`src/sv/wrb_pkg.sv`:
```
`timescale 1ns / 1ps
// ----------------------------------------------------------------------------
// Wrapping ring buffer package
// Sizes, action codes and the request and response types of the remainder
// unit.
// ----------------------------------------------------------------------------
package wrb_pkg;

  localparam int DEPTH      = 1024;
  localparam int SLOT_W     = $clog2(DEPTH);
  localparam int CNT_W      = SLOT_W + 1;
  localparam int DATA_W     = 64;
  localparam int INDEX_W    = 32;
  localparam int TOTAL_W    = 48;
  localparam int ACTION_W   = 2;
  localparam int DIV_CNT_W  = $clog2(INDEX_W);

  typedef enum logic [ACTION_W-1:0] {
    ACT_PUSH  = 2'd0,
    ACT_READ  = 2'd1,
    ACT_FLUSH = 2'd2,
    ACT_NONE  = 2'd3
  } action_e;

  typedef enum logic {
    STATUS_OK       = 1'b0,
    STATUS_NO_SETUP = 1'b1
  } status_e;

  typedef struct packed {
    logic               start;
    logic [INDEX_W-1:0] dividend;
    logic [CNT_W-1:0]   divisor;
  } wrb_div_req_t;

  typedef struct packed {
    logic              done;
    logic [SLOT_W-1:0] remainder;
  } wrb_div_rsp_t;

endpackage

```
`src/sv/wrb_rem_unit.sv`:
```
`timescale 1ns / 1ps
// ----------------------------------------------------------------------------
// Wrapping ring buffer remainder unit
// Restoring shift-subtract remainder of an unsigned index by the slot count,
// one dividend bit per cycle.
// ----------------------------------------------------------------------------
module wrb_rem_unit (
  input  logic                  clk_i,
  input  logic                  rst_ni,
  input  wrb_pkg::wrb_div_req_t req_i,
  output wrb_pkg::wrb_div_rsp_t rsp_o
);
  import wrb_pkg::*;

  logic                 busy_q, busy_d;
  logic                 done_q, done_d;
  logic [DIV_CNT_W-1:0] cnt_q, cnt_d;
  logic [INDEX_W-1:0]   dvd_q, dvd_d;
  logic [CNT_W-1:0]     dvs_q, dvs_d;
  logic [SLOT_W-1:0]    rem_q, rem_d;
  logic [CNT_W-1:0]     trial;
  logic [CNT_W-1:0]     diff;

  // The partial remainder stays below the divisor, so one more bit always
  // fits in the count width.
  assign trial = {rem_q, dvd_q[INDEX_W-1]};
  assign diff  = trial - dvs_q;

  always_comb begin
    busy_d = busy_q;
    done_d = 1'b0;
    cnt_d  = cnt_q;
    dvd_d  = dvd_q;
    dvs_d  = dvs_q;
    rem_d  = rem_q;
    if (req_i.start) begin
      busy_d = 1'b1;
      cnt_d  = '0;
      dvd_d  = req_i.dividend;
      dvs_d  = req_i.divisor;
      rem_d  = '0;
    end else if (busy_q) begin
      dvd_d = {dvd_q[INDEX_W-2:0], 1'b0};
      rem_d = (trial >= dvs_q) ? diff[SLOT_W-1:0] : trial[SLOT_W-1:0];
      cnt_d = cnt_q + 1'b1;
      if (cnt_q == DIV_CNT_W'(INDEX_W - 1)) begin
        busy_d = 1'b0;
        done_d = 1'b1;
      end
    end
  end

  always_ff @(posedge clk_i or negedge rst_ni) begin
    if (!rst_ni) begin
      busy_q <= 1'b0;
      done_q <= 1'b0;
      cnt_q  <= '0;
    end else begin
      busy_q <= busy_d;
      done_q <= done_d;
      cnt_q  <= cnt_d;
    end
  end

  always_ff @(posedge clk_i) begin
    dvd_q <= dvd_d;
    dvs_q <= dvs_d;
    rem_q <= rem_d;
  end

  assign rsp_o.done      = done_q;
  assign rsp_o.remainder = rem_q;

endmodule

```
`config.mk`:
```
export PLATFORM = sky130hd
export DESIGN_NAME = wrb_rem_unit
export DESIGN_NICKNAME = d
export VERILOG_FILES = /design/src/sv/wrb_pkg.sv /design/src/sv/wrb_rem_unit.sv
export SDC_FILE = /design/constraint.sdc
export NUM_CORES = 1
export LEC_CHECK = 0
export ABC_AREA = 1
export BUFFER_PORTS_ARGS = -buffer_cell sky130_fd_sc_hd__buf_4
export CORE_MARGIN = 5
export CORE_UTILIZATION = 35
export DETAILED_ROUTE_END_ITERATION = 6
export PLACE_DENSITY = 0.55
export REMOVE_ABC_BUFFERS = 1
export SYNTH_ARGS = -nofsm -noshare
export SYNTH_HDL_FRONTEND = slang
export SYNTH_SLANG_ARGS = --single-unit
```
`constraint.sdc`:
```
create_clock -name clk_i -period 1.5 [get_ports clk_i]
set_input_delay 0.3 -clock clk_i [delete_from_list [all_inputs] [get_ports clk_i]]
set_output_delay 0.3 -clock clk_i [all_outputs]
set_load 0.005 [all_outputs]
```
==> flow_metrics.tcl, run 1 <==
set metrics [dict create \
    grt_max_degree 34 \
    dp.cells 558 \
    power_leakage_nw 2.20 \
    power.total_w 0.00581 \
    ys_seq_area_frac 0.528 \
    path_clk_slew_ps 80 \
    overflow 0 \
    syn_area_per_cell_sq_um 8.42 \
    drt-total-wl_um 7560 \
    path_class "flop to flop" \
    grt_pass1_vias 2765 \
    async_flop_share 0.117 \
    nNetsFinal 528 \
    fmax_mhz 608 \
    fp.coreArea_sq_um 8760 \
    cts.path.max_buffers 2 \
    gp_congestion 0.861 \
    dp_slack_ps -239 \
    slew_headroom 0.817 \
    synthCells 375 \
    swShare 0.349 \
    antennaDiodeCount 0 \
    cp.required_ps 1730 \
    via_count 2746 \
    worstPathMaxFanout 3 \
    cpMostUsedCell "nand2_2" \
    clk_latency_ps 340 \
    io_pins 57 \
    antenna_left 0 \
    path_cells "inv_2 > ha_4 > inv_2 > fa_2 > nand2_2 > nand3_2 > nand2_2 > nand2_2 > nand2_2 > nand3_2 > nand3_2 > nand2_1" \
    fin_ws_ps -144 \
    layout-drive-gt1-share 0.370 \
    synth-seq-cells 60 \
    status "finished, violations left" \
    cp.arrival_ps 1880 \
    violations "setup timing" \
    die_w_um 105 \
    critPathSlowestCell "edfxtp_1" \
    post-route-util 0.511 \
    finClkSkew_ps 9.75 \
    worst_slew_pin_slew_ps 274 \
    timing.final.crit_share 1.10 \
    pwr-share-clk 0.231 \
    ys.flop_type "edfxtp_1" \
    synth_area_leaders "edfxtp_1 (41%), nand2_1 (19%), dfxtp_1 (6.3%)" \
    dpl.hpwl_um 5070 \
    drc 0 \
    initial_core_util 0.360 \
    cts_sinks 60 \
    p_int_w 0.00378 \
    syn_to_final_growth_pct 41.8 \
    rsz0062_at_grt "yes" \
    cts_tree "done" \
    track_usage 0.143 \
    num_rows 34 \
    synth_edf_count 43 \
    antenna_found_initial 0 \
    netlist_area_sq_um 3160 \
    seq_power_share 0.366 \
    pwr-share-comb 0.403 \
    wl_per_cell_um 13.0 \
    numCtsBuffers 9 \
    slew_viol_final 0 \
    first_iter_violations 65 \
    synth_cell_types 32 \
    htreeDepth 3 \
    grt_pass1_wl_um 12700 \
    worstSetupStartpointType "flop" \
    final_cells 581 \
    die_y_um 105 \
    yosysTopAreaCellShare 0.409 \
    fillers 847 \
    max_cap_violations 0 \
    report.final.hold_viol_count 0 \
    io_buffers 56 \
    first_pass_iters 4 \
    yosys_warnings 0 \
    synth_area_leader_cell "edfxtp_1" \
    endpoint_kind "flop" \
    p_sw_w 0.00203 \
    vias_per_cell 4.73 \
    p_per_area_nw_per_um2 1300 \
    slowest_delay_ps 380 \
    synth.most_common_cell "nand2_1" \
    die_area_sq_um 11000 \
    min_period_ps 1640 \
    finalSetupViolCount 10 \
    hold_class "input pin to flop" \
    peakVddDrop_mv 0.464 \
    root_buffer "clkbuf_8" \
    synthTopCellsByCount "nand2_1 (158), inv_1 (46), edfxtp_1 (43), nand3_1 (26)" \
]
==> area by class of cell <==
class                           count  area [sq um]  area share
Inverter                           51           191      0.0428
Sequential cell                    60          1670       0.372
Clock inverter                      7          58.8      0.0131
Clock buffer                        9           124      0.0277
Multi-Input combinational cell    253          1550       0.346
Tap cell                          108           135      0.0302
Timing Repair Buffer               93           752       0.168
==> sequential cells by signal (all words and copies together), names as in the netlist <==
name / count
dvs_q: 11
done_q: 1
rem_q: 10
busy_q: 1
dvd_q: 32
cnt_q: 5
==> critical path, delay by kind of cell (launching register included) <==
family	cells	cell delay [ps]
buf+inv	2	130
simple gates	8	550
fa+ha+maj	2	490
flops	1	380
==> routing by layer <==
layer	track usage	wire length [um]	up-vias
met5	0	0	-
met2	0.232	3720	55
met3	0.0518	453	11
met4	0.0475	102	0
li1	-	-	1393
met1	0.176	3290	1287
==> cells in the final DEF (no fill, tap or decap), drive strengths merged <==
| cell type | count |
|---|---|
| nand2 | 165 |
| xnor2 | 3 |
| a21oi | 5 |
| dfrtp | 7 |
| nor4 | 1 |
| nand3 | 27 |
| nor3 | 4 |
| clkinv | 3 |
| buf | 92 |
| and2 | 2 |
| dlygate4sd3 | 1 |
| inv | 53 |
| nor2 | 13 |
| fa | 1 |
| clkinvlp | 2 |
| edfxtp | 43 |
| o21ai | 2 |
| a22o | 1 |
| clkbuf | 9 |
| nand4 | 14 |
| ha | 13 |
| o21bai | 1 |
| dfxtp | 10 |
| nand3b | 1 |
==> cell families after synthesis <==
kind of cell | share of synthesized area
fa+ha+maj | 0.0578
compound gates | 0.0174
buf+inv | 0.0844
simple gates | 0.304
flops | 0.528
xor+xnor | 0.00832
==> timing repair <==
item | 4_1_cts | 5_1_grt
pin swaps | 21 | 21
endpoints found under the hold margin | 7 | 0
endpoints found under the setup margin | 10 | 10
buffers inserted | 3 | 0
hold buffers | 1 | 0
cloned | 3 | 0
resized for setup | 29 | 37
==> power by group through the flow <==
stage / Combinational, W / Sequential [W] / Clock, W
floorplan: 0.00100 / 0.00214 / 0
global placement: 0.00185 / 0.00211 / 0
detailed placement: 0.00186 / 0.00212 / 0
CTS: 0.00209 / 0.00212 / 0.00140
global route: 0.00262 / 0.00215 / 0.00148
finish: 0.00234 / 0.00213 / 0.00134
==> stage by stage <==
| stage | instance area (sq um) | TNS, ps | hold slack (ps) |
|---|---|---|---|
| 2_1_floorplan | 3080 | -11260 | 4.41 |
| 3_3_place_gp | 3900 | -1910 | 120 |
| 3_5_place_dp | 3900 | -2130 | 119 |
| 4_1_cts | 4320 | -1120 | 110 |
| 5_1_grt | 4480 | -2120 | 102 |
| 6_report | 4480 | -1030 | 129 |
==> worst paths after layout <==
kind	start	end	slack [ps]	depth (start not counted)
min	req_i[1]	dvs_q[1]$_DFFE_PP_	130	1
min reg2reg	dvd_q[28]$_DFFE_PP_	dvd_q[29]$_DFFE_PP_	510	2
max reg2reg	dvd_q[31]$_DFFE_PP_	rem_q[8]$_SDFFE_PP0P_	-140	12
min in group asynchronous	rst_ni	done_q$_DFF_PN0_	310	2
max in group asynchronous	rst_ni	busy_q$_DFF_PN0_	1070	2
max	dvd_q[31]$_DFFE_PP_	rem_q[8]$_SDFFE_PP0P_	-140	12
Power figures use the tool's default switching activity.
==> inputs of run 2 (changes only) <==
--- a/config.mk
+++ b/config.mk
@@ -10,8 +10,7 @@
 export CORE_MARGIN = 5
 export CORE_UTILIZATION = 35
 export DETAILED_ROUTE_END_ITERATION = 6
-export PLACE_DENSITY = 0.55
-export REMOVE_ABC_BUFFERS = 1
+export PLACE_DENSITY = 0.53
 export SYNTH_ARGS = -nofsm -noshare
 export SYNTH_HDL_FRONTEND = slang
 export SYNTH_SLANG_ARGS = --single-unit
==> constraint.sdc (replaced) <==
create_clock -name clk_i -period 2.1 [get_ports clk_i]
set_input_delay 0.42 -clock clk_i [delete_from_list [all_inputs] [get_ports clk_i]]
set_output_delay 0.42 -clock clk_i [all_outputs]
set_load 0.005 [all_outputs]
==> flow_metrics.tcl, run 2 (synthesis results as in run 1) <==
set metrics [dict create \
    min_period_ps 1790 \
    largest_register_ffs 32 \
    seqCellArea_sq_um 1670 \
    initial_core_util 0.360 \
    rsz0062_at_grt "no" \
    cts.path.max_buffers 2 \
    seq_power_share 0.376 \
    drt-total-wl_um 7000 \
    layout-drive-gt1-share 0.214 \
    power_leakage_nw 2.04 \
    fp.coreArea_sq_um 8760 \
    worstPathMaxFanout 3 \
    synth_fp_nets 435 \
    io_buffers 56 \
    report.final.hold_viol_count 0 \
    cts_tree "done" \
    pwr-share-comb 0.269 \
    slew_headroom 0.783 \
    worst_slew_pin_slew_ps 325 \
    antennaDiodeCount 0 \
    critPathSlowestCell "fa_1" \
    dpl.hpwl_um 4920 \
    gp_congestion 0.893 \
    wl_per_cell_um 12.7 \
    p_sw_w 0.00116 \
    cts_sinks 60 \
    swShare 0.288 \
    root_buffer "clkbuf_8" \
    grt_max_degree 34 \
    peakVddDrop_mv 0.520 \
    timing.final.crit_share 0.851 \
    setup_tns_ps 0 \
    p_int_w 0.00287 \
    path_cells "inv_1 > ha_1 > inv_1 > fa_1 > nand2_1 > nand3_1 > nand2_1 > nand2_1 > nand2_1 > nand3_1 > nand3_1 > nand2_1" \
    hold_class "input pin to flop" \
    slowest_delay_ps 430 \
    multi_input_area_sq_um 1220 \
    vias_per_cell 4.65 \
    final_common_cell "nand2_1" \
    post-route-util 0.456 \
    pwr-share-clk 0.355 \
    grt_pass1_wl_um 11900 \
    slew_viol_final 0 \
    path_clk_slew_ps 70 \
    overflow 0 \
    finClkSkew_ps 11.5 \
    cp.arrival_ps 2020 \
    drc 0 \
    die_y_um 105 \
    clk_latency_ps 340 \
    via_count 2561 \
    finalSetupViolCount 0 \
    die_area_sq_um 11000 \
    p_per_area_nw_per_um2 1010 \
    worstSetupStartpointType "flop" \
    cp.required_ps 2330 \
    path_class "flop to flop" \
    nNetsFinal 498 \
    numCtsBuffers 9 \
    antenna_found_initial 0 \
    htreeDepth 3 \
    status "completed" \
    fillers 882 \
    die_w_um 105 \
    regMostFlops "dvd_q" \
    first_iter_violations 103 \
    largestRegisters "dvd_q: 32 flops, dvs_q: 11 flops, rem_q: 10 flops" \
    track_usage 0.133 \
    max_cap_violations 0 \
    fmax_mhz 559 \
    grt_pass1_vias 2512 \
    io_pins 57 \
    num_rows 34 \
    antenna_left 0 \
    endpoint_kind "flop" \
    cpMostUsedCell "nand2_1" \
    syn_to_final_growth_pct 26.5 \
    layout_common_cells "nand2_1 (158), buf_4 (63), inv_1 (46)" \
    first_pass_iters 5 \
]
-- run 2: changes by cell type in the layout (fill, tap and decap cells not counted), sizes merged --
cell      previous run  this run
clkinv               3         0
nand4               14        13
inv                 53        51
clkinvlp             2         0
bufinv               0         4
clkbuf               9        12
buf                 92        64
and2                 2         1
-- run 2: worst paths after layout --
path                                  startpoint               endpoint  slack (ps)  cells past startpoint
max                          dvd_q[31]$_DFFE_PP_  rem_q[8]$_SDFFE_PP0P_         310                     12
min                                     req_i[8]     dvs_q[8]$_DFFE_PP_         260                      1
max reg2reg                  dvd_q[31]$_DFFE_PP_  rem_q[8]$_SDFFE_PP0P_         310                     12
min reg2reg                rem_q[9]$_SDFFE_PP0P_  rem_q[9]$_SDFFE_PP0P_         470                      2
max in group asynchronous                 rst_ni   cnt_q[4]$_DFFE_PN0P_        1530                      2
min in group asynchronous                 rst_ni   cnt_q[2]$_DFFE_PN0P_         440                      2
-- run 2: worst max-delay path, delay by kind of cell, from the launching register on --
kind | cells | cell delay [ps]
adder cells (fa/ha/maj) | 2 | 570
buffers and inverters | 2 | 160
flip-flops | 1 | 370
AND/OR/NAND/NOR | 8 | 600
-- run 2: per-stage QoR --
stage / hold slack [ps] / worst slack, ps / instance area [sq um] / power, W / instances
after floorplan: 124 / 411 / 3160 / 0.00227 / 375
after global placement: 240 / 363 / 3710 / 0.00262 / 534
after detailed placement: 238 / 315 / 3710 / 0.00262 / 534
after CTS: 242 / 316 / 4000 / 0.00408 / 551
after global routing: 228 / 123 / 4000 / 0.00431 / 551
final: 261 / 313 / 4000 / 0.00403 / 551
-- run 2: what timing repair did --
action | 4_1_cts | 5_1_grt
hold endpoints to repair | 7 | 0
hold buffers | 1 | 0
setup buffers | 0 | 0
gates resized for setup | 0 | 0
-- run 2: layout make-up --
type / instances / share of cell area
timing repair buffer: 65 / 0.126
sequential: 60 / 0.417
clock buffer: 12 / 0.0388
multi-input combinational: 251 / 0.307
clock inverter: 4 / 0.0301
tap: 108 / 0.0338
inverter: 51 / 0.0479
-- run 2: power groups by stage --
stage | logic (W) | registers [W] | clock network (W)
2_1_floorplan | 0.000743 | 0.00153 | 0
3_3_place_gp | 0.00108 | 0.00154 | 0
3_5_place_dp | 0.00108 | 0.00154 | 0
4_1_cts | 0.00109 | 0.00152 | 0.00147
5_1_grt | 0.00125 | 0.00154 | 0.00153
6_report | 0.00108 | 0.00151 | 0.00143
-- run 2: metal layers --
layer,part of all wire,global-route usage
met5,0,0
met4,0.010,0.0429
met3,0.073,0.0530
met2,0.47,0.212
met1,0.45,0.165
==> inputs of run 3 (changes only) <==
--- a/config.mk
+++ b/config.mk
@@ -10,7 +10,7 @@
 export CORE_MARGIN = 5
 export CORE_UTILIZATION = 35
 export DETAILED_ROUTE_END_ITERATION = 6
-export PLACE_DENSITY = 0.53
+export PLACE_DENSITY_LB_ADDON = 0.12
 export SYNTH_ARGS = -nofsm -noshare
 export SYNTH_HDL_FRONTEND = slang
 export SYNTH_SLANG_ARGS = --single-unit
==> flow_metrics.tcl, run 3 (synthesis results as in run 1) <==
set metrics [dict create \
    largest_register_ffs 32 \
    max_cap_violations 0 \
    drc 0 \
    first_iter_violations 105 \
    rsz0062_at_grt "no" \
    num_rows 34 \
    die_area_sq_um 11000 \
    antenna_left 0 \
    timing.final.crit_share 0.845 \
    status "completed" \
    p_per_area_nw_per_um2 931 \
    cts_sinks 60 \
    fin_ws_ps 325 \
    track_usage 0.132 \
    fmax_mhz 563 \
    layout-drive-gt1-share 0.217 \
    gp_congestion 0.928 \
    die_y_um 105 \
    via_count 2489 \
    drt-total-wl_um 6910 \
    setup_tns_ps 0 \
    synth_fp_nets 435 \
    regMostFlops "dvd_q" \
    slew_viol_final 0 \
    dpl_cell_area_sq_um 3710 \
    cpMostUsedCell "nand2_1" \
    path_cells "inv_1 > ha_1 > inv_1 > fa_1 > nand2_1 > nand3_1 > nand2_1 > nand2_1 > nand2_1 > nand3_1 > nand3_1 > nand2_1" \
    wl_per_cell_um 12.5 \
    r2r_setup_slack_ps 320 \
    cp.required_ps 2340 \
    layout_common_cells "nand2_1 (158), buf_4 (63), inv_1 (46)" \
    finalSetupViolCount 0 \
    path_clk_slew_ps 70 \
    largestRegisters "dvd_q: 32 flops, dvs_q: 11 flops, rem_q: 10 flops" \
    worst_slew_pin_slew_ps 375 \
    antennaDiodeCount 0 \
    htreeDepth 3 \
    first_pass_iters 4 \
    fp.coreArea_sq_um 8760 \
    grt_max_degree 38 \
    io_buffers 56 \
    grt_pass1_wl_um 11800 \
    cts_tree "done" \
    worstSetupStartpointType "flop" \
    dpl.hpwl_um 4980 \
    dp.cells 534 \
    endpoint_kind "flop" \
    report.final.hold_viol_count 0 \
    peakVddDrop_mv 0.314 \
    hold_class "input pin to flop" \
    post_cts_resized 0 \
    dp_slack_ps 340 \
    nNetsFinal 498 \
    fin_area_sq_um 3920 \
    power_leakage_nw 2.00 \
    grt_pass1_vias 2553 \
    cts.path.max_buffers 2 \
    io_pins 57 \
    numCtsBuffers 9 \
    slowest_delay_ps 430 \
    final_common_cell "nand2_1" \
    cp.arrival_ps 2010 \
    initial_core_util 0.360 \
    final_cells 551 \
    slew_headroom 0.750 \
    vias_per_cell 4.52 \
    critPathSlowestCell "fa_1" \
    worstPathMaxFanout 3 \
    timing.hold.ws_ps 253 \
    finClkSkew_ps 8.41 \
    root_buffer "clkbuf_8" \
    overflow 0 \
    syn_to_final_growth_pct 24.1 \
    min_period_ps 1780 \
    antenna_found_initial 0 \
    path_class "flop to flop" \
    clk_latency_ps 340 \
    die_w_um 105 \
]
[run 3: worst paths after layout]
| check | cells past startpoint | start | to |
|---|---|---|---|
| max | 12 | dvd_q[31]$_DFFE_PP_ | rem_q[8]$_SDFFE_PP0P_ |
| min reg2reg | 2 | rem_q[9]$_SDFFE_PP0P_ | rem_q[9]$_SDFFE_PP0P_ |
| max in group asynchronous | 2 | rst_ni | cnt_q[2]$_DFFE_PN0P_ |
| min | 1 | req_i[9] | dvs_q[9]$_DFFE_PP_ |
| max reg2reg | 12 | dvd_q[31]$_DFFE_PP_ | rem_q[8]$_SDFFE_PP0P_ |
| min in group asynchronous | 2 | rst_ni | done_q$_DFF_PN0_ |
[run 3: what timing repair did]
item | in CTS | in global routing
endpoints found under the hold margin | 7 | 0
hold buffers | 1 | 0
buffers inserted | 0 | 0
[run 3: metal layers]
layer | up-vias | track usage | part of all wire
li1 | 1325 | - | -
met1 | 1102 | 0.169 | 0.47
met2 | 50 | 0.206 | 0.47
met3 | 12 | 0.0475 | 0.052
met4 | 0 | 0.0475 | 0.013
met5 | - | 0 | 0
[run 3: worst max-delay path: cells and delay by family, from the launching register on]
kind | cells | cell delay, ps
flops | 1 | 370
buf+inv | 2 | 150
simple gates | 8 | 580
fa+ha+maj | 2 | 570
[run 3: per-stage QoR]
stage | power [W] | utilization
2_1_floorplan | 0.00227 | -
3_3_place_gp | 0.00263 | 0.423
3_5_place_dp | 0.00264 | 0.423
4_1_cts | 0.00370 | 0.447
5_1_grt | 0.00394 | 0.447
6_report | 0.00365 | 0.447
[run 3: layout make-up]
type                            count  area (sq um)
Fill cell                         893          4840
Sequential cell                    60          1670
Multi-Input combinational cell    251          1220
Timing Repair Buffer               65           503
Inverter                           51           191
Tap cell                          108           135
Clock buffer                        9           124
Clock inverter                      7          75.1
[run 3: power by group]
part | switching, W | internal (W) | leakage [nW]
clock network | 0.000497 | 0.000553 | 0.104
logic | 0.000610 | 0.000471 | 1.27
registers | 0.0000958 | 0.00142 | 0.632
total | 0.00120 | 0.00245 | 2.00
